`src/rtl/core/pcbd_pkg.sv`:
```
package pcbd_pkg;

  localparam int unsigned TIMER_W   = 16;
  localparam int unsigned CFG_IDX_W = 3;
  localparam int unsigned CFG_DAT_W = 16;
  localparam int unsigned LEVEL_W   = 5;

  localparam logic [CFG_IDX_W-1:0] CFG_FIRST_ENABLE = 3'd0;
  localparam logic [CFG_IDX_W-1:0] CFG_ENABLE       = 3'd1;
  localparam logic [CFG_IDX_W-1:0] CFG_PULSE_LOW    = 3'd2;
  localparam logic [CFG_IDX_W-1:0] CFG_PULSE_HIGH   = 3'd3;
  localparam logic [CFG_IDX_W-1:0] CFG_DISABLE_HOLD = 3'd4;
  localparam logic [CFG_IDX_W-1:0] CFG_COLD_BOOT    = 3'd5;

  localparam logic [TIMER_W-1:0] RST_FIRST_ENABLE = 16'd25000;
  localparam logic [TIMER_W-1:0] RST_ENABLE       = 16'd300;
  localparam logic [TIMER_W-1:0] RST_PULSE_LOW    = 16'd1;
  localparam logic [TIMER_W-1:0] RST_PULSE_HIGH   = 16'd300;
  localparam logic [TIMER_W-1:0] RST_DISABLE_HOLD = 16'd250;

  localparam logic OP_TICK = 1'b0;
  localparam logic OP_SET  = 1'b1;

  typedef enum logic [2:0] {
    PH_IDLE   = 3'd0,
    PH_HOLD   = 3'd1,
    PH_ENABLE = 3'd2,
    PH_LOW    = 3'd3,
    PH_HIGH   = 3'd4
  } phase_t;

  typedef struct packed {
    logic [TIMER_W-1:0] first_enable_ticks;
    logic [TIMER_W-1:0] enable_ticks;
    logic [TIMER_W-1:0] pulse_low_ticks;
    logic [TIMER_W-1:0] pulse_high_ticks;
    logic [TIMER_W-1:0] disable_hold_ticks;
    logic               cold_boot;
  } cfg_t;

  typedef struct packed {
    logic               pin;
    logic               busy_res;
    logic               rejected;
    logic [LEVEL_W-1:0] pulses_left;
  } res_t;

  // a zero duration still lasts one tick
  function automatic logic [TIMER_W-1:0] load_ticks(input logic [TIMER_W-1:0] t);
    load_ticks = (t == '0) ? TIMER_W'(1) : t;
  endfunction

endpackage

```
`src/rtl/core/pcbd_cfg.sv`:
```
module pcbd_cfg (
  input  logic                          clk,
  input  logic                          rst_n,
  input  logic                          cfg_we,
  input  logic [pcbd_pkg::CFG_IDX_W-1:0] cfg_index,
  input  logic [pcbd_pkg::CFG_DAT_W-1:0] cfg_data,
  output pcbd_pkg::cfg_t                cfg
);

  pcbd_pkg::cfg_t cfg_r;

  always_ff @(posedge clk) begin
    if (!rst_n) begin
      cfg_r.first_enable_ticks <= pcbd_pkg::RST_FIRST_ENABLE;
      cfg_r.enable_ticks       <= pcbd_pkg::RST_ENABLE;
      cfg_r.pulse_low_ticks    <= pcbd_pkg::RST_PULSE_LOW;
      cfg_r.pulse_high_ticks   <= pcbd_pkg::RST_PULSE_HIGH;
      cfg_r.disable_hold_ticks <= pcbd_pkg::RST_DISABLE_HOLD;
      cfg_r.cold_boot          <= 1'b0;
    end else if (cfg_we) begin
      case (cfg_index)
        pcbd_pkg::CFG_FIRST_ENABLE: cfg_r.first_enable_ticks <= cfg_data;
        pcbd_pkg::CFG_ENABLE:       cfg_r.enable_ticks       <= cfg_data;
        pcbd_pkg::CFG_PULSE_LOW:    cfg_r.pulse_low_ticks    <= cfg_data;
        pcbd_pkg::CFG_PULSE_HIGH:   cfg_r.pulse_high_ticks   <= cfg_data;
        pcbd_pkg::CFG_DISABLE_HOLD: cfg_r.disable_hold_ticks <= cfg_data;
        pcbd_pkg::CFG_COLD_BOOT:    cfg_r.cold_boot          <= cfg_data[0];
        default: ;
      endcase
    end
  end

  assign cfg = cfg_r;

endmodule

```
`src/rtl/core/pcbd_fsm.sv`:
```
module pcbd_fsm #(
  parameter int unsigned LEVELS = 16
) (
  input  logic                         clk,
  input  logic                         rst_n,
  input  logic                         step,
  input  logic                         operation,
  input  logic [pcbd_pkg::LEVEL_W-1:0] level,
  input  logic                         panel_on,
  input  pcbd_pkg::cfg_t               cfg,
  output pcbd_pkg::res_t               res
);

  localparam int unsigned LW = $clog2(LEVELS + 1);
  localparam int unsigned CW = $clog2(LEVELS);
  localparam logic [LW-1:0] LEV_MAX = LW'(LEVELS);

  logic [LW-1:0]                prev_r, prev_nxt;
  logic                         init_r, init_nxt;
  logic                         seen_r, seen_nxt;
  pcbd_pkg::phase_t             phase_r, phase_nxt;
  logic [pcbd_pkg::TIMER_W-1:0] timer_r, timer_nxt;
  logic [CW-1:0]                cnt_r, cnt_nxt;
  logic                         pin_r, pin_nxt;

  logic [LW-1:0] prev_eff, lvl_sat;
  logic          init_eff;
  logic [LW:0]   count_w;
  logic [CW-1:0] count;
  logic [CW-1:0] cnt_src;
  logic          do_pulse;
  logic          rej;

  always_ff @(posedge clk) begin
    if (!rst_n) begin
      prev_r  <= LEV_MAX;
      init_r  <= 1'b0;
      seen_r  <= 1'b0;
      phase_r <= pcbd_pkg::PH_IDLE;
      timer_r <= '0;
      cnt_r   <= '0;
      pin_r   <= 1'b0;
    end else if (step) begin
      prev_r  <= prev_nxt;
      init_r  <= init_nxt;
      seen_r  <= seen_nxt;
      phase_r <= phase_nxt;
      timer_r <= timer_nxt;
      cnt_r   <= cnt_nxt;
      pin_r   <= pin_nxt;
    end
  end

  always_comb begin
    // first set request after reset may re-base previous level on cold boot
    prev_eff = prev_r;
    init_eff = init_r;
    if (!seen_r && cfg.cold_boot) begin
      prev_eff = '0;
      init_eff = 1'b1;
    end
    if ({1'b0, level} > (pcbd_pkg::LEVEL_W + 1)'(LEVELS)) lvl_sat = LEV_MAX;
    else lvl_sat = LW'(level);

    if (prev_eff < lvl_sat) count_w = {1'b0, LEV_MAX} - {1'b0, lvl_sat} + {1'b0, prev_eff};
    else count_w = {1'b0, prev_eff} - {1'b0, lvl_sat};
    count = count_w[CW-1:0];
  end

  always_comb begin
    prev_nxt  = prev_r;
    init_nxt  = init_r;
    seen_nxt  = seen_r;
    phase_nxt = phase_r;
    timer_nxt = timer_r;
    cnt_nxt   = cnt_r;
    pin_nxt   = pin_r;
    rej       = 1'b0;
    do_pulse  = 1'b0;
    cnt_src   = cnt_r;

    if (operation == pcbd_pkg::OP_TICK) begin
      if (phase_r != pcbd_pkg::PH_IDLE) begin
        if (timer_r > pcbd_pkg::TIMER_W'(1)) begin
          timer_nxt = timer_r - pcbd_pkg::TIMER_W'(1);
        end else begin
          timer_nxt = '0;
          case (phase_r)
            pcbd_pkg::PH_HOLD: phase_nxt = pcbd_pkg::PH_IDLE;
            pcbd_pkg::PH_LOW: begin
              pin_nxt   = 1'b1;
              phase_nxt = pcbd_pkg::PH_HIGH;
              timer_nxt = pcbd_pkg::load_ticks(cfg.pulse_high_ticks);
            end
            pcbd_pkg::PH_ENABLE,
            pcbd_pkg::PH_HIGH: do_pulse = 1'b1;
            default: phase_nxt = pcbd_pkg::PH_IDLE;
          endcase
        end
      end
    end else if (phase_r != pcbd_pkg::PH_IDLE) begin
      rej = 1'b1;
    end else begin
      seen_nxt = 1'b1;
      prev_nxt = prev_eff;
      init_nxt = init_eff;
      if (lvl_sat != prev_eff && panel_on) begin
        prev_nxt = lvl_sat;
        if (lvl_sat == '0) begin
          pin_nxt   = 1'b0;
          phase_nxt = pcbd_pkg::PH_HOLD;
          timer_nxt = pcbd_pkg::load_ticks(cfg.disable_hold_ticks);
          cnt_nxt   = '0;
        end else if (prev_eff == '0) begin
          cnt_nxt   = count;
          pin_nxt   = 1'b1;
          phase_nxt = pcbd_pkg::PH_ENABLE;
          if (init_eff) begin
            init_nxt  = 1'b0;
            timer_nxt = pcbd_pkg::load_ticks(cfg.first_enable_ticks);
          end else begin
            timer_nxt = pcbd_pkg::load_ticks(cfg.enable_ticks);
          end
        end else begin
          cnt_src  = count;
          do_pulse = 1'b1;
        end
      end
    end

    // start next step pulse, or finish the train with the pin high
    if (do_pulse) begin
      if (cnt_src != '0) begin
        cnt_nxt   = cnt_src - CW'(1);
        pin_nxt   = 1'b0;
        phase_nxt = pcbd_pkg::PH_LOW;
        timer_nxt = pcbd_pkg::load_ticks(cfg.pulse_low_ticks);
      end else begin
        cnt_nxt   = '0;
        pin_nxt   = 1'b1;
        phase_nxt = pcbd_pkg::PH_IDLE;
        timer_nxt = '0;
      end
    end

    res.pin         = pin_nxt;
    res.busy_res    = (phase_nxt != pcbd_pkg::PH_IDLE);
    res.rejected    = rej;
    res.pulses_left = pcbd_pkg::LEVEL_W'(cnt_nxt);
  end

endmodule

```
`src/rtl/core/pcbd_outq.sv`:
```
module pcbd_outq (
  input  logic           clk,
  input  logic           rst_n,
  input  logic           push,
  input  pcbd_pkg::res_t push_data,
  output logic           full,
  output logic           out_valid,
  input  logic           out_ready,
  output pcbd_pkg::res_t out_data
);

  pcbd_pkg::res_t mem_r [2];
  logic [1:0]     count_r, count_nxt;
  logic           wr_r, rd_r;
  logic           pop;

  assign pop       = out_valid && out_ready;
  assign full      = (count_r == 2'd2);
  assign out_valid = (count_r != 2'd0);
  assign out_data  = mem_r[rd_r];

  always_comb begin
    count_nxt = count_r;
    case ({push, pop})
      2'b10:   count_nxt = count_r + 2'd1;
      2'b01:   count_nxt = count_r - 2'd1;
      default: count_nxt = count_r;
    endcase
  end

  always_ff @(posedge clk) begin
    if (!rst_n) begin
      count_r <= 2'd0;
      wr_r    <= 1'b0;
      rd_r    <= 1'b0;
    end else begin
      count_r <= count_nxt;
      if (push) wr_r <= ~wr_r;
      if (pop)  rd_r <= ~rd_r;
    end
  end

  always_ff @(posedge clk) begin
    if (push) mem_r[wr_r] <= push_data;
  end

endmodule

```
`src/rtl/core/pulse_count_backlight_dimmer_core.sv`:
```
// Each request updates all state in one pass; its result enters the result queue on acceptance.
// Throughput: one tick or set-level request per cycle while the result queue is not full.
// A two-entry result queue lets requests keep coming while one result waits; a third stalls.
// Reset (rst_n low, synchronous): registers to defaults, level state to maximum, queue empty.
module pulse_count_backlight_dimmer_core #(
  parameter int unsigned LEVELS = 16
) (
  input  logic                           clk,
  input  logic                           rst_n,
  input  logic                           cfg_we,
  input  logic [pcbd_pkg::CFG_IDX_W-1:0] cfg_index,
  input  logic [pcbd_pkg::CFG_DAT_W-1:0] cfg_data,
  input  logic                           in_valid,
  output logic                           in_ready,
  input  logic                           in_operation,
  input  logic [pcbd_pkg::LEVEL_W-1:0]   in_level,
  input  logic                           in_panel_on,
  output logic                           out_valid,
  input  logic                           out_ready,
  output logic                           out_pin,
  output logic                           out_busy_res,
  output logic                           out_rejected,
  output logic [pcbd_pkg::LEVEL_W-1:0]   out_pulses_left
);

  pcbd_pkg::cfg_t cfg;
  pcbd_pkg::res_t res, q_data;
  logic           q_full, step;

  assign in_ready = !q_full;
  assign step     = in_valid && in_ready;

  pcbd_cfg u_cfg (
    .clk      (clk),
    .rst_n    (rst_n),
    .cfg_we   (cfg_we),
    .cfg_index(cfg_index),
    .cfg_data (cfg_data),
    .cfg      (cfg)
  );

  pcbd_fsm #(.LEVELS(LEVELS)) u_fsm (
    .clk      (clk),
    .rst_n    (rst_n),
    .step     (step),
    .operation(in_operation),
    .level    (in_level),
    .panel_on (in_panel_on),
    .cfg      (cfg),
    .res      (res)
  );

  pcbd_outq u_outq (
    .clk      (clk),
    .rst_n    (rst_n),
    .push     (step),
    .push_data(res),
    .full     (q_full),
    .out_valid(out_valid),
    .out_ready(out_ready),
    .out_data (q_data)
  );

  assign out_pin         = q_data.pin;
  assign out_busy_res    = q_data.busy_res;
  assign out_rejected    = q_data.rejected;
  assign out_pulses_left = q_data.pulses_left;

endmodule

```
`config.mk`:
```
export PLATFORM = sky130hd
export DESIGN_NAME = pulse_count_backlight_dimmer_core
export DESIGN_NICKNAME = d
export VERILOG_FILES = /design/src/rtl/core/pcbd_pkg.sv /design/src/rtl/core/pcbd_cfg.sv /design/src/rtl/core/pcbd_fsm.sv /design/src/rtl/core/pcbd_outq.sv /design/src/rtl/core/pulse_count_backlight_dimmer_core.sv
export SDC_FILE = /design/constraint.sdc
export NUM_CORES = 1
export LEC_CHECK = 0
export BUFFER_PORTS_ARGS = -buffer_cell sky130_fd_sc_hd__buf_2
export CELL_PAD_IN_SITES_DETAIL_PLACEMENT = 1
export CELL_PAD_IN_SITES_GLOBAL_PLACEMENT = 1
export CORE_ASPECT_RATIO = 0.5
export CORE_MARGIN = 5
export CORE_UTILIZATION = 49
export DETAILED_ROUTE_END_ITERATION = 6
export HOLD_SLACK_MARGIN = 0.15
export PLACE_DENSITY = 0.92
export SLEW_MARGIN = 20
export SYNTH_ARGS = -nofsm -noshare
export SYNTH_HDL_FRONTEND = slang
export SYNTH_SLANG_ARGS = --single-unit
```
`constraint.sdc`:
```
create_clock -name clk -period 4.4 [get_ports clk]
set_clock_uncertainty 0.15 [all_clocks]
set_input_delay 0.66 -clock clk [delete_from_list [all_inputs] [get_ports clk]]
set_output_delay 0.66 -clock clk [all_outputs]
set_load 0.01 [all_outputs]
```
======== Word-level counts from Yosys, hierarchy flattened ========
Memories as Yosys holds them, arrays and structs flattened. A register that Yosys moved wholly into a read port is not among the register bits.
Index checks and enable logic that the tools add are counted.
operators by class
  muxes and demuxes ....................... 71
  $add $sub $neg .......................... 7
  reduce and logical (&&, ||, !) cells .... 31
  bitwise gates (word level) .............. 3
  magnitude comparators ................... 3
  eq/ne operators ......................... 13
operators by type and width
  kind                                                                              number
  16-bit 2-to-1 mux                                                                 16
  16-bit zero test                                                                  5
  4-bit 2-to-1 mux                                                                  13
  1-bit 2-to-1 mux                                                                  28
  3-bit 2-to-1 mux                                                                  8
  16-bit by 1-bit greater-than comparator with 1-bit output, second input constant  1
  16-bit by 1-bit subtractor with 16-bit output, second input constant              1
  5-bit 2-to-1 mux                                                                  3
  3-bit by 2-bit equality test with 1-bit output, second input constant             4
  2-bit AND reduction                                                               6
  3-bit nonzero test                                                                4
  5-bit zero test                                                                   2
  3-bit equality test, second input constant                                        3
  4-bit nonzero test                                                                2
  3-bit case mux with 2 select lines                                                1
  5-bit greater-than comparator, second input constant                              1
  5-bit less-than comparator                                                        1
  5-bit inequality test                                                             1
  5-bit AND reduction                                                               1
  4-bit adder                                                                       1
  2-bit equality test, second input constant                                        2
  1-bit logical AND                                                                 4
  2-bit case mux with 2 select lines                                                1
  2-bit nonzero test                                                                2
  other kinds (14)                                                                  17
word-level totals
  logic and storage cells ................. 145
  register bits after elaboration ......... 116
  bits in writable memories ............... 14
  bits of input ports ..................... 31
  memories ................................ 1
memories
  name          words  bits a word  rd ports  clocked after memory_dff  wr ports  line             text
  u_outq.mem_r  2      7            1         1                         1         pcbd_outq.sv:12  pcbd_pkg::res_t mem_r [2];

======== Logic depth before layout (Yosys ltp) ========
Gate-level depths: netlist (run 1).
  depth after elaboration ................. 14
  depth in mapped cells ................... 12
  gate-level depth less buffers ........... 11

======== By module ========
From an unflattened synthesis (run 1), not the netlist that was laid out.
second synthesis, totals
  cell total of the unflattened synthesis .. 772
  area total of the unflattened synthesis .. 6945.4 µm²
modules (own cells, without submodules)
  module                             cells an instance  area each (µm²)  instances  seq. area each (µm²)
  pcbd_cfg                           303                3130.5           1          1621.6
  pcbd_fsm                           419                3002.9           1          620.6
  pcbd_outq                          48                 802.0            1          580.6
  pulse_count_backlight_dimmer_core  2                  10.0             1          0.0

======== Worst setup path before layout (run 1) ========
OpenSTA, ideal clock, no wires.
  path type ............................... input to register
  start ................................... in in_level[4] (netlist name)
  end ..................................... mem u_outq.mem_r[0][5] (netlist name) (data pin)
  path buffers ............................ 2
  stages on the path ...................... 11
  required time ........................... 3.978 ns
  arrival time ............................ 2.529 ns
  setup time .............................. 0.272 ns
  path slack .............................. 1.450 ns
  cell sequence ........................... buf_2 nor2b_1 ha_1 fa_1 and2_1 nand2_1 a21oi_1 o22ai_4 buf_6 a21oi_1 o21ai_0
RTL lines
  item                line                                     text
  start: declaration  pulse_count_backlight_dimmer_core.sv:16  input logic [pcbd_pkg::LEVEL_W-1:0] in_level,
  end: declaration    pcbd_outq.sv:12

==> results of run 1 <==
==> logic make-up (layout without fill, tap and decap cells) <==
group | after synthesis | count (layout) | synth area share, %
AND/OR/NAND/NOR | 387 | 387 | 26.7
flip-flops | 131 | 131 | 41.3
buffers and inverters | 58 | 92 | 4.10
XOR/XNOR | 16 | 16 | 2.10
multiplexers | 27 | 27 | 4.34
other | 1 | 1 | 0.0561
AO/OA/AOI/OAI | 205 | 205 | 19.4
adder cells (fa/ha/maj) | 10 | 10 | 1.98
==> cell type report <==
type | instances | area [sq um]
Clock inverter | 14 | 201
Timing Repair Buffer | 49 | 270
Fill cell | 1620 | 5850
Sequential cell | 131 | 2760
Clock buffer | 18 | 429
Inverter | 11 | 46.3
Tap cell | 176 | 220
Multi-Input combinational cell | 646 | 3660
==> registers in the layout (all words and copies together), names as in the netlist, named ones only <==
name and count:
u_cfg.cfg 81, u_fsm.timer_r 16, u_outq.mem_r 14, u_fsm.prev_r 5, u_fsm.cnt_r 4, u_fsm.phase_r 3
u_outq.count_r 2, u_fsm.init_r 1, u_fsm.pin_r 1, u_fsm.seen_r 1, u_outq.rd_r 1, u_outq.wr_r 1
==> cell usage after synthesis, drive strengths merged, types with 2 or more instances <==
library cell	count	area (sq um)
a211o	5	43.8
a211oi	6	55.1
a21oi	93	465
a221o	3	30.0
a221oi	9	78.8
a22oi	5	37.5
a31oi	8	50.1
a32oi	8	70.1
a41o	3	30.0
and2	8	50.1
and3	10	62.6
buf	14	103
clkbuf	33	125
dfxtp	117	2340
edfxtp	14	420
ha	9	113
inv	10	37.5
mux2	16	180
mux2i	11	110
nand2	198	743
nand2b	10	62.6
nand3	41	205
nand4	6	37.5
nand4b	3	26.3
nor2	47	184
nor2b	8	50.1
nor3	16	91.3
nor4	25	163
o211ai	6	50.1
o21ai	39	199
o22ai	3	38.8
o31ai	6	50.1
or2	3	18.8
or3	5	36.3
or4	2	15.0
xnor2	9	78.8
xor2	7	61.3
==> per-layer routing <==
| layer | part of all wire (%) | wire length (um) | vias to the layer above |
|---|---|---|---|
| li1 | - | - | 3035 |
| met1 | 40 | 10200 | 3398 |
| met2 | 46 | 11600 | 422 |
| met3 | 9.1 | 2310 | 138 |
| met4 | 5.2 | 1320 | 0 |
| met5 | 0 | 0 | - |
==> worst paths after layout <==
check	startpoint	to	slack (ns)	depth (start not counted)
setup / recovery	u_fsm.seen_r	u_outq.mem_r[1][5]	1.05	10
hold / removal	u_cfg.cfg[45]	u_cfg.cfg[45]	0.33	2
setup reg to reg	u_fsm.seen_r	u_outq.mem_r[1][5]	1.05	10
hold reg to reg	u_cfg.cfg[45]	u_cfg.cfg[45]	0.33	2
==> tightest hold or removal path, stage by stage, from the launching register on <==
cell,delay (ns)
sky130_fd_sc_hd__dfxtp_1,0.32
sky130_fd_sc_hd__nand2_1,0.06
sky130_fd_sc_hd__a21oi_1,0.05
==> per-stage QoR <==
stage	std cells	hold slack (ns)
after floorplan	835	0.289
after global placement	1013	0.306
after detailed placement	1013	0.316
after CTS	1045	0.333
after global routing	1045	0.359
final	1045	0.333
==> power groups by stage <==
stage,clock (W),sequential (W),combinational (W)
3_5_place_dp,0,0.00143,0.000939
4_1_cts,0.00157,0.00141,0.000979
5_1_grt,0.00163,0.00142,0.00107
6_report,0.00158,0.00141,0.000993
2_1_floorplan,0,0.00139,0.000708
3_3_place_gp,0,0.00142,0.000896
==> results, run 1 <==
- The cell internal power dissipation is 0.00264 W.
- The biggest cell delay along the critical path is 0.40 ns.
- The sequential fraction of the synthesis area is 41.3%.
- The library cell used most frequently in the layout, excluding fill and tap cells, is sky130_fd_sc_hd__nand2_1.
- The violation count after the first detailed-route iteration is 869.
- The class of the most critical setup path is register to register.
- Routability-driven placement finished with a final weighted congestion of 0.891.
- The net total in the final layout is 897.
- The synthesized design contains 131 register bits.
- The number of antenna violations at the first check in global routing came to 0.
- The pre-antenna-repair detailed-routing pass consisted of 5 iterations.
- The post-route netlist has 13.2% of its cells at a drive strength greater than 1.
- In the final routed layout, each cell accounts on average for 24.3 um.
- The final hold violation count came to 0.
- The synthesized instance count is 835.
- The met1 track demand over resource is 36.9%.
- The initial core utilization is 49.7%.
- In this run the power spent charging and discharging nets is 0.00133 W.
- Entering global routing, the biggest net connects 49 pins.
- For this design the ratio of total power to cell area is 524 nW/um^2.
- The met3 track demand over resource in global routing is 8.93%.
- For this run, design rule violations remaining after detail routing come to 0.
- The count of hold-fix buffers inserted at cts is 0.
- The category of the worst setup path launch point is a register.
- The part of the power in registers is 35.4%.
- Port buffering added 39 buffers.
- The distinct cell type count of the synthesized netlist is 72.
- The peak clock frequency supported by timing is 299 MHz.
- The top fanout value on the critical path is 22.
- After floorplanning, the core was divided into 30 placement rows.
- The CTS H-tree depth is 4.
- The post-synthesis instance area is 6680 sq um.
- The repair_antennas step left the layout with diodes totalling 0.
- Power comes to 0.00398 W.
- Summed over all failing endpoints, the final setup total negative slack is 0 ns.
- Summed over all layers, the routed wires come to 25,400 um.
- The class of the tightest hold or removal check is register to register.
- The total non-filler cell area in the finished layout is 7590 sq um.
- The post-place instance area is 6950 sq um.
- The number of buffers inserted during clock tree synthesis is 17.
- The utilization after layout is 56.5%.
- The kind of cell with the highest combined delay along the critical path is compound AO/OA/AOI/OAI gates.
- The aggregate global-route resource usage is 31.3%.
- Per report_power, the clock group accounts for 39.6% of the total.
- The shortest clock period the worst path allows after layout is 3.35 ns.
- The most frequently used flop master after synthesis is sky130_fd_sc_hd__dfxtp_1.
- The clock network latency to the later pin of the worst-skew pair is 0.44 ns.
- Once detailed placement completed, the half-perimeter wirelength came to 15,400 um.
- Traced cell by cell, the critical path runs through nand2b_1, nand2_1, ha_1, fa_1, xor2_1, nand2_1, a21oi_1, o22ai_4, a21oi_1, o21ai_0.
- Summed over all layers, the global routing overflow is 0.
- Using the TritonRoute via totals, the vias-per-cell ratio works out to 6.69.
- The core region is 13,400 sq um.
- The count of final setup violators is 0.
- Global routing used 51.4% of the available met2 tracks.
- Dividing the final minimum period by the clock period gives 76.1%.
- During synthesis, Yosys emitted a total of 0 warnings.
- The worst path arrival time is 3.34 ns.
- The count of nets left with antenna violations once routing finished came out at 0.
- The tool flagged a number of max-cap violations equal to 0.
- The library cells used most frequently in the layout, excluding fill and tap cells, are sky130_fd_sc_hd__nand2_1 (198), sky130_fd_sc_hd__dfxtp_1 (117), sky130_fd_sc_hd__a21oi_1 (93).
- The via count of the first global-routing pass is 7,246.
- The worst-margin pin slew is 0.988 ns.
- The proportion of register bits with asynchronous set or reset after synthesis is 0%.
- The total via count in the routed design is 6,993.
- The die covers 16,200 sq um.
- The post-CTS setup repair buffer count is 0.
- In this run the vertical extent of the chip is 92.6 um.
- The max-slew violation total from the final report is 0.
- The run finished with clean final reports.
- The critical path's slowest cell is sky130_fd_sc_hd__fa_1.
- When the netlist entered floorplanning its net count stood at 876.
- The global routing stage identified its most utilized layer as met2.
- The analysis attributes to cell leakage a power of 2.90 nW.
- Before CTS, the worst setup slack after placement is 1.07 ns.
- The synthesized area per cell is 8.00 sq um.
- The CTS root buffer is sky130_fd_sc_hd__clkbuf_16.
- Clock-pin slew was measured on the worst setup and hold paths at 0.06 ns.
- The TritonCTS clock tree is yes.
- The synthesis-to-finish area growth is 13.5%.
- The post-cts repair resize count is 0.
- The setup slack of the critical path after layout is 1.05 ns.
- The share of power burned in combinational logic is 25.0%.
- The element type at the critical path end is a register.
- During I/O placement, the number of pins put on the boundary was 41.
- Setup repair after global routing left no endpoint under its margin.
- Headroom to the max-slew limit came out at 33.5%.
- Of the total power, the share spent switching nets is 33.5%.
- VDD sags by at most 0.228 mV.
- The die is 175 um wide.
- The number of buffers and inverters on the critical path is 0.
- STA puts the critical path data required time at 4.39 ns.
- Yosys mapped a number of flops with a built-in enable equal to 14.
- The number of buffers on the longest clock path is 2.
- The first-pass GRT wire length is 39,800 um.
- The count of clock tree sinks is 131.
No activity file was read; power rests on OpenSTA's default activity.
==> run 2: changes to the inputs <==
--- a/config.mk
+++ b/config.mk
@@ -5,15 +5,16 @@
 export SDC_FILE = /design/constraint.sdc
 export NUM_CORES = 1
 export LEC_CHECK = 0
+export ABC_AREA = 1
 export BUFFER_PORTS_ARGS = -buffer_cell sky130_fd_sc_hd__buf_2
 export CELL_PAD_IN_SITES_DETAIL_PLACEMENT = 1
 export CELL_PAD_IN_SITES_GLOBAL_PLACEMENT = 1
 export CORE_ASPECT_RATIO = 0.5
 export CORE_MARGIN = 5
-export CORE_UTILIZATION = 49
+export CORE_UTILIZATION = 40
 export DETAILED_ROUTE_END_ITERATION = 6
 export HOLD_SLACK_MARGIN = 0.15
-export PLACE_DENSITY = 0.92
+export PLACE_DENSITY = 0.83
 export SLEW_MARGIN = 20
 export SYNTH_ARGS = -nofsm -noshare
 export SYNTH_HDL_FRONTEND = slang
==> constraint.sdc (replaced) <==
create_clock -name clk -period 2.9 [get_ports clk]
set_clock_uncertainty 0.15 [all_clocks]
set_input_delay 0.435 -clock clk [delete_from_list [all_inputs] [get_ports clk]]
set_output_delay 0.435 -clock clk [all_outputs]
set_load 0.01 [all_outputs]
==> results, run 2 <==
- The flow ran to the end, and the final reports show no timing, DRC or antenna violations.
- The number of buffers on the longest clock path came to 2 (unchanged).
- The routed length per instance is 18.7 um (-23%).
- The worst setup path is captured at a register.
- The clock-pin slew on the worst setup and hold paths is 0.07 ns (about the same).
- The number of standard cells in the final layout excluding fillers was 1,327 (+27%).
- The via count of the first global-routing pass is 7,701 (+6.3%).
- The post-place setup slack is -0.291 ns (-1.36 ns).
- The shortest clock period the worst path allows after layout was 2.87 ns (-0.476 ns).
- The total congestion overflow is 0 (unchanged).
- The number of buffers inserted during clock tree synthesis was 17 (unchanged).
- The leakage power figure was 3.85 nW (+33%).
- The met1 track demand over resource is 30.7% (-6.2 points).
- The total instance count after detailed placement is 1,280 (+26%).
- The aggregate global-route resource usage was 24.1% (-7.1 points).
- The post-synthesis instance area is 6920 sq um (+3.5%).
- The number of nets produced by synthesis is 1,047 (+20%).
- The core area is 17,200 sq um (+28%).
- The commonest non-fill, non-tap cell in the layout is sky130_fd_sc_hd__nand2_1.
- The number of buffer cells added on primary ports came to 39 (unchanged).
- The count of pins on the block boundary came to 41 (unchanged).
- The violation count after the first detailed-route iteration is 513 (-41%).
- The wire length after detailed routing is 24,900 um (-2.1%).
- The max-slew violation total from the final report is 0 (unchanged).
- The flip-flop count of the largest register after layout came to 81 (unchanged).
- The number of nets with antenna violations after detailed routing is 0 (unchanged).
- The commonest cells after synthesis are sky130_fd_sc_hd__nand2_1 (186), sky130_fd_sc_hd__nor2_1 (173), sky130_fd_sc_hd__o21ai_0 (119).
- The worst path arrival time came to 2.86 ns (-0.48 ns).
- The die height is 103 um (+11%).
- The net total in the final layout is 1,122 (+25%).
- The proportion of register bits with asynchronous set or reset after synthesis was 0% (unchanged).
- The count of warnings emitted by yosys is 0 (unchanged).
- The CTS root buffer is sky130_fd_sc_hd__clkbuf_16.
- The area enclosed by the die boundary is 20,200 sq um (+24%).
- The total via count in the routed design was 7,352 (+5.1%).
- The global-route met2 utilization is 41.7% (-9.7 points).
- STA classifies the critical path startpoint as a register.
- The peak clock frequency supported by timing came to 348 MHz (+17%).
- The count of final setup violators is 0 (unchanged).
- The initial core utilization is 40.2% (-9.5 points).
- The final weighted congestion in routability-driven placement came to 0.868 (-2.6%).
- The clock network latency to the later pin of the worst-skew pair was 0.42 ns (-0.02 ns).
- The die extent in x came to 196 um (+12%).
- The count of clock tree sinks came to 131 (unchanged).
- The number of placement rows is 34 (+13%).
- Yosys instantiated no cell more often than sky130_fd_sc_hd__nand2_1.
- The setup slack of the critical path after layout was 0.0282 ns (-1.02 ns).
- The synthesis-to-finish area growth is 23.1%.
- The post-synthesis register bit count was 131 (unchanged).
- The final critical-path share of the clock period came to 99.0% (+23 points).
- The max capacitance violation total is 0 (unchanged).
- The final hold violation count was 0 (unchanged).
- The number of antenna violations at the first check in global routing is 0 (unchanged).
- The first-pass GRT wire length is 38,900 um (-2.2%).
- The relative slew slack came to 46.3% (+13 points).
- The most frequently used flop master after synthesis is sky130_fd_sc_hd__dfxtp_1.
- The synthesized area per cell is 6.87 sq um (-14%).
- The overall power consumption is 0.00693 W (+74%).
- The pin count of the biggest net entering global routing is 100 (+100%).
- The number of filler cells placed in the layout was 2,203 (+36%).
- sky130_fd_sc_hd__dfxtp_1 takes more of the synthesized area than any other cell.
- The sequential fraction of the synthesis area is 39.9% (-1.4 points).
- The number of enable flip-flop cells after synthesis is 14 (unchanged).
- The critical path in this run is classified as register to register.
- The top fanout value on the critical path was 7 (-68%).
- The share of post-route cells with drive strength above 1 is 16.8% (+3.6 points).
- The path class of the tightest hold or removal check is primary input to register.
- The busiest metal layer after global routing is met2.
- The power density normalized to cell area is 814 nW/um^2 (+55%).
- The distinct cell type count of the synthesized netlist was 45 (-38%).
- The DRC violation count after routing is 0 (unchanged).
- The proportion of netlist area held by the largest area contributor came to 33.9% (-1.2 points).
- The first-pass iteration count of the detailed router is 5 (unchanged).
- The met3 track demand over resource in global routing is 3.95% (-5.0 points).
- The via-per-instance ratio is 5.54 (-17%).
- The maximum ir drop on the vdd rail came to 0.452 mV (+98%).
- The number of inserted diodes came to 0 (unchanged).
- The setup TNS after final layout is 0 ns (unchanged).
- The TritonCTS clock tree is yes.
- In the post-synthesis netlist, the biggest area contributors are sky130_fd_sc_hd__dfxtp_1 (34%), sky130_fd_sc_hd__nand2_1 (10%), sky130_fd_sc_hd__nor2_1 (9.4%), sky130_fd_sc_hd__o21ai_0 (8.6%), sky130_fd_sc_hd__edfxtp_1 (6.1%).
- The detailed placer's ending HPWL is 16,600 um (+7.8%).
- The worst-margin pin slew is 0.798 ns (-0.190 ns).
- The CTS H-tree depth is 4 (unchanged).
- The synthesized instance count is 1,006 (+20%).
- The required time at the endpoint of the critical path came to 2.89 ns (-1.50 ns).
- Leaving out fill and tap cells, the most frequent cells in the layout are sky130_fd_sc_hd__nand2_1 (181), sky130_fd_sc_hd__nor2_1 (171), sky130_fd_sc_hd__o21ai_0 (118).
- The register-to-register setup slack is 0.03 ns (-1.02 ns).
-- run 2: cell count changes after synthesis, moves of 10 or more --
cell / delta
sky130_fd_sc_hd__mux2i_1: -11
sky130_fd_sc_hd__inv_1: +97
sky130_fd_sc_hd__and3_1: -10
sky130_fd_sc_hd__nand2_1: -12
sky130_fd_sc_hd__nor2_1: +127
sky130_fd_sc_hd__a21oi_1: -21
sky130_fd_sc_hd__nor4_1: -17
sky130_fd_sc_hd__o21ai_0: +82
sky130_fd_sc_hd__o211ai_1: +10
sky130_fd_sc_hd__nand2b_1: -10
-- run 2: cells by family (layout without fill, tap and decap cells) --
kind of cell / after synthesis / after routing / synth area share [%]
simple gates: 455 / 455 / 28.2
other cells: 1 / 1 / 0.0542
mux: 7 / 7 / 1.14
buf+inv: 155 / 240 / 8.72
fa+ha+maj: 10 / 10 / 1.92
xor+xnor: 11 / 11 / 1.39
compound gates: 236 / 238 / 18.6
flops: 131 / 131 / 39.9
-- run 2: cell type report --
type                            instances  area, sq um  area share, %
Timing Repair Buffer                   95          666           7.82
Multi-Input combinational cell        722         3690           43.4
Clock inverter                         12          203           2.38
Inverter                              114          435           5.12
Tap cell                              234          293           3.44
Clock buffer                           19          454           5.34
Sequential cell                       131         2770           32.5
-- run 2: critical path: stages, from the launching register on --
cell and delay [ns]:
sky130_fd_sc_hd__dfxtp_2 0.36, sky130_fd_sc_hd__inv_2 0.06, sky130_fd_sc_hd__nand2_4 0.06, sky130_fd_sc_hd__buf_4 0.16, sky130_fd_sc_hd__nand2_2 0.07, sky130_fd_sc_hd__ha_1 0.31
sky130_fd_sc_hd__inv_1 0.07, sky130_fd_sc_hd__nor2_1 0.05, sky130_fd_sc_hd__nand3_2 0.11, sky130_fd_sc_hd__nand4_4 0.16, sky130_fd_sc_hd__nor2_4 0.26, sky130_fd_sc_hd__nand2_1 0.10
sky130_fd_sc_hd__nand2_2 0.10, sky130_fd_sc_hd__nand2_4 0.09, sky130_fd_sc_hd__inv_8 0.09, sky130_fd_sc_hd__a21oi_4 0.10, sky130_fd_sc_hd__nor2_2 0.15, sky130_fd_sc_hd__nand4_1 0.12
-- run 2: report_power, final --
part / internal [W] / switching [W] / total (W)
logic: 0.000829 / 0.00150 / 0.00233
clock network: 0.00158 / 0.000865 / 0.00244
registers: 0.00203 / 0.000124 / 0.00215
-- run 2: layer usage --
metal	routed length [um]	vias up
met5	0	-
met3	1390	62
li1	-	3452
met2	11600	235
met1	11200	3603
met4	659	0
-- run 2: worst paths after layout --
kind                 from  depth (start not counted)                 end
max          u_fsm.seen_r                         17  u_outq.mem_r[0][5]
min                cfg_we                          3        u_cfg.cfg[0]
max reg2reg  u_fsm.seen_r                         17  u_outq.mem_r[0][5]
min reg2reg   u_outq.rd_r                          1            register
-- run 2: metrics by stage --
| stage | hold slack [ns] | utilization, % | instance area, sq um |
|---|---|---|---|
| after global placement | 0.286 | 44.0 | 7570 |
| after floorplan | 0.276 | - | 6920 |
| after detailed placement | 0.311 | 44.0 | 7570 |
| after CTS | 0.154 | 48.2 | 8280 |
| final | 0.159 | 49.5 | 8510 |
| after global routing | 0.160 | 49.5 | 8510 |
-- run 2: what timing repair did --
item / in CTS / in global routing
hold buffers: 0 / 0
endpoints found under the setup margin: 31 / 35
cloned: 1 / 1
pin swaps: 4 / 12
setup buffers: 3 / 11
gates resized for setup: 7 / 25
endpoints found under the hold margin: 0 / 0
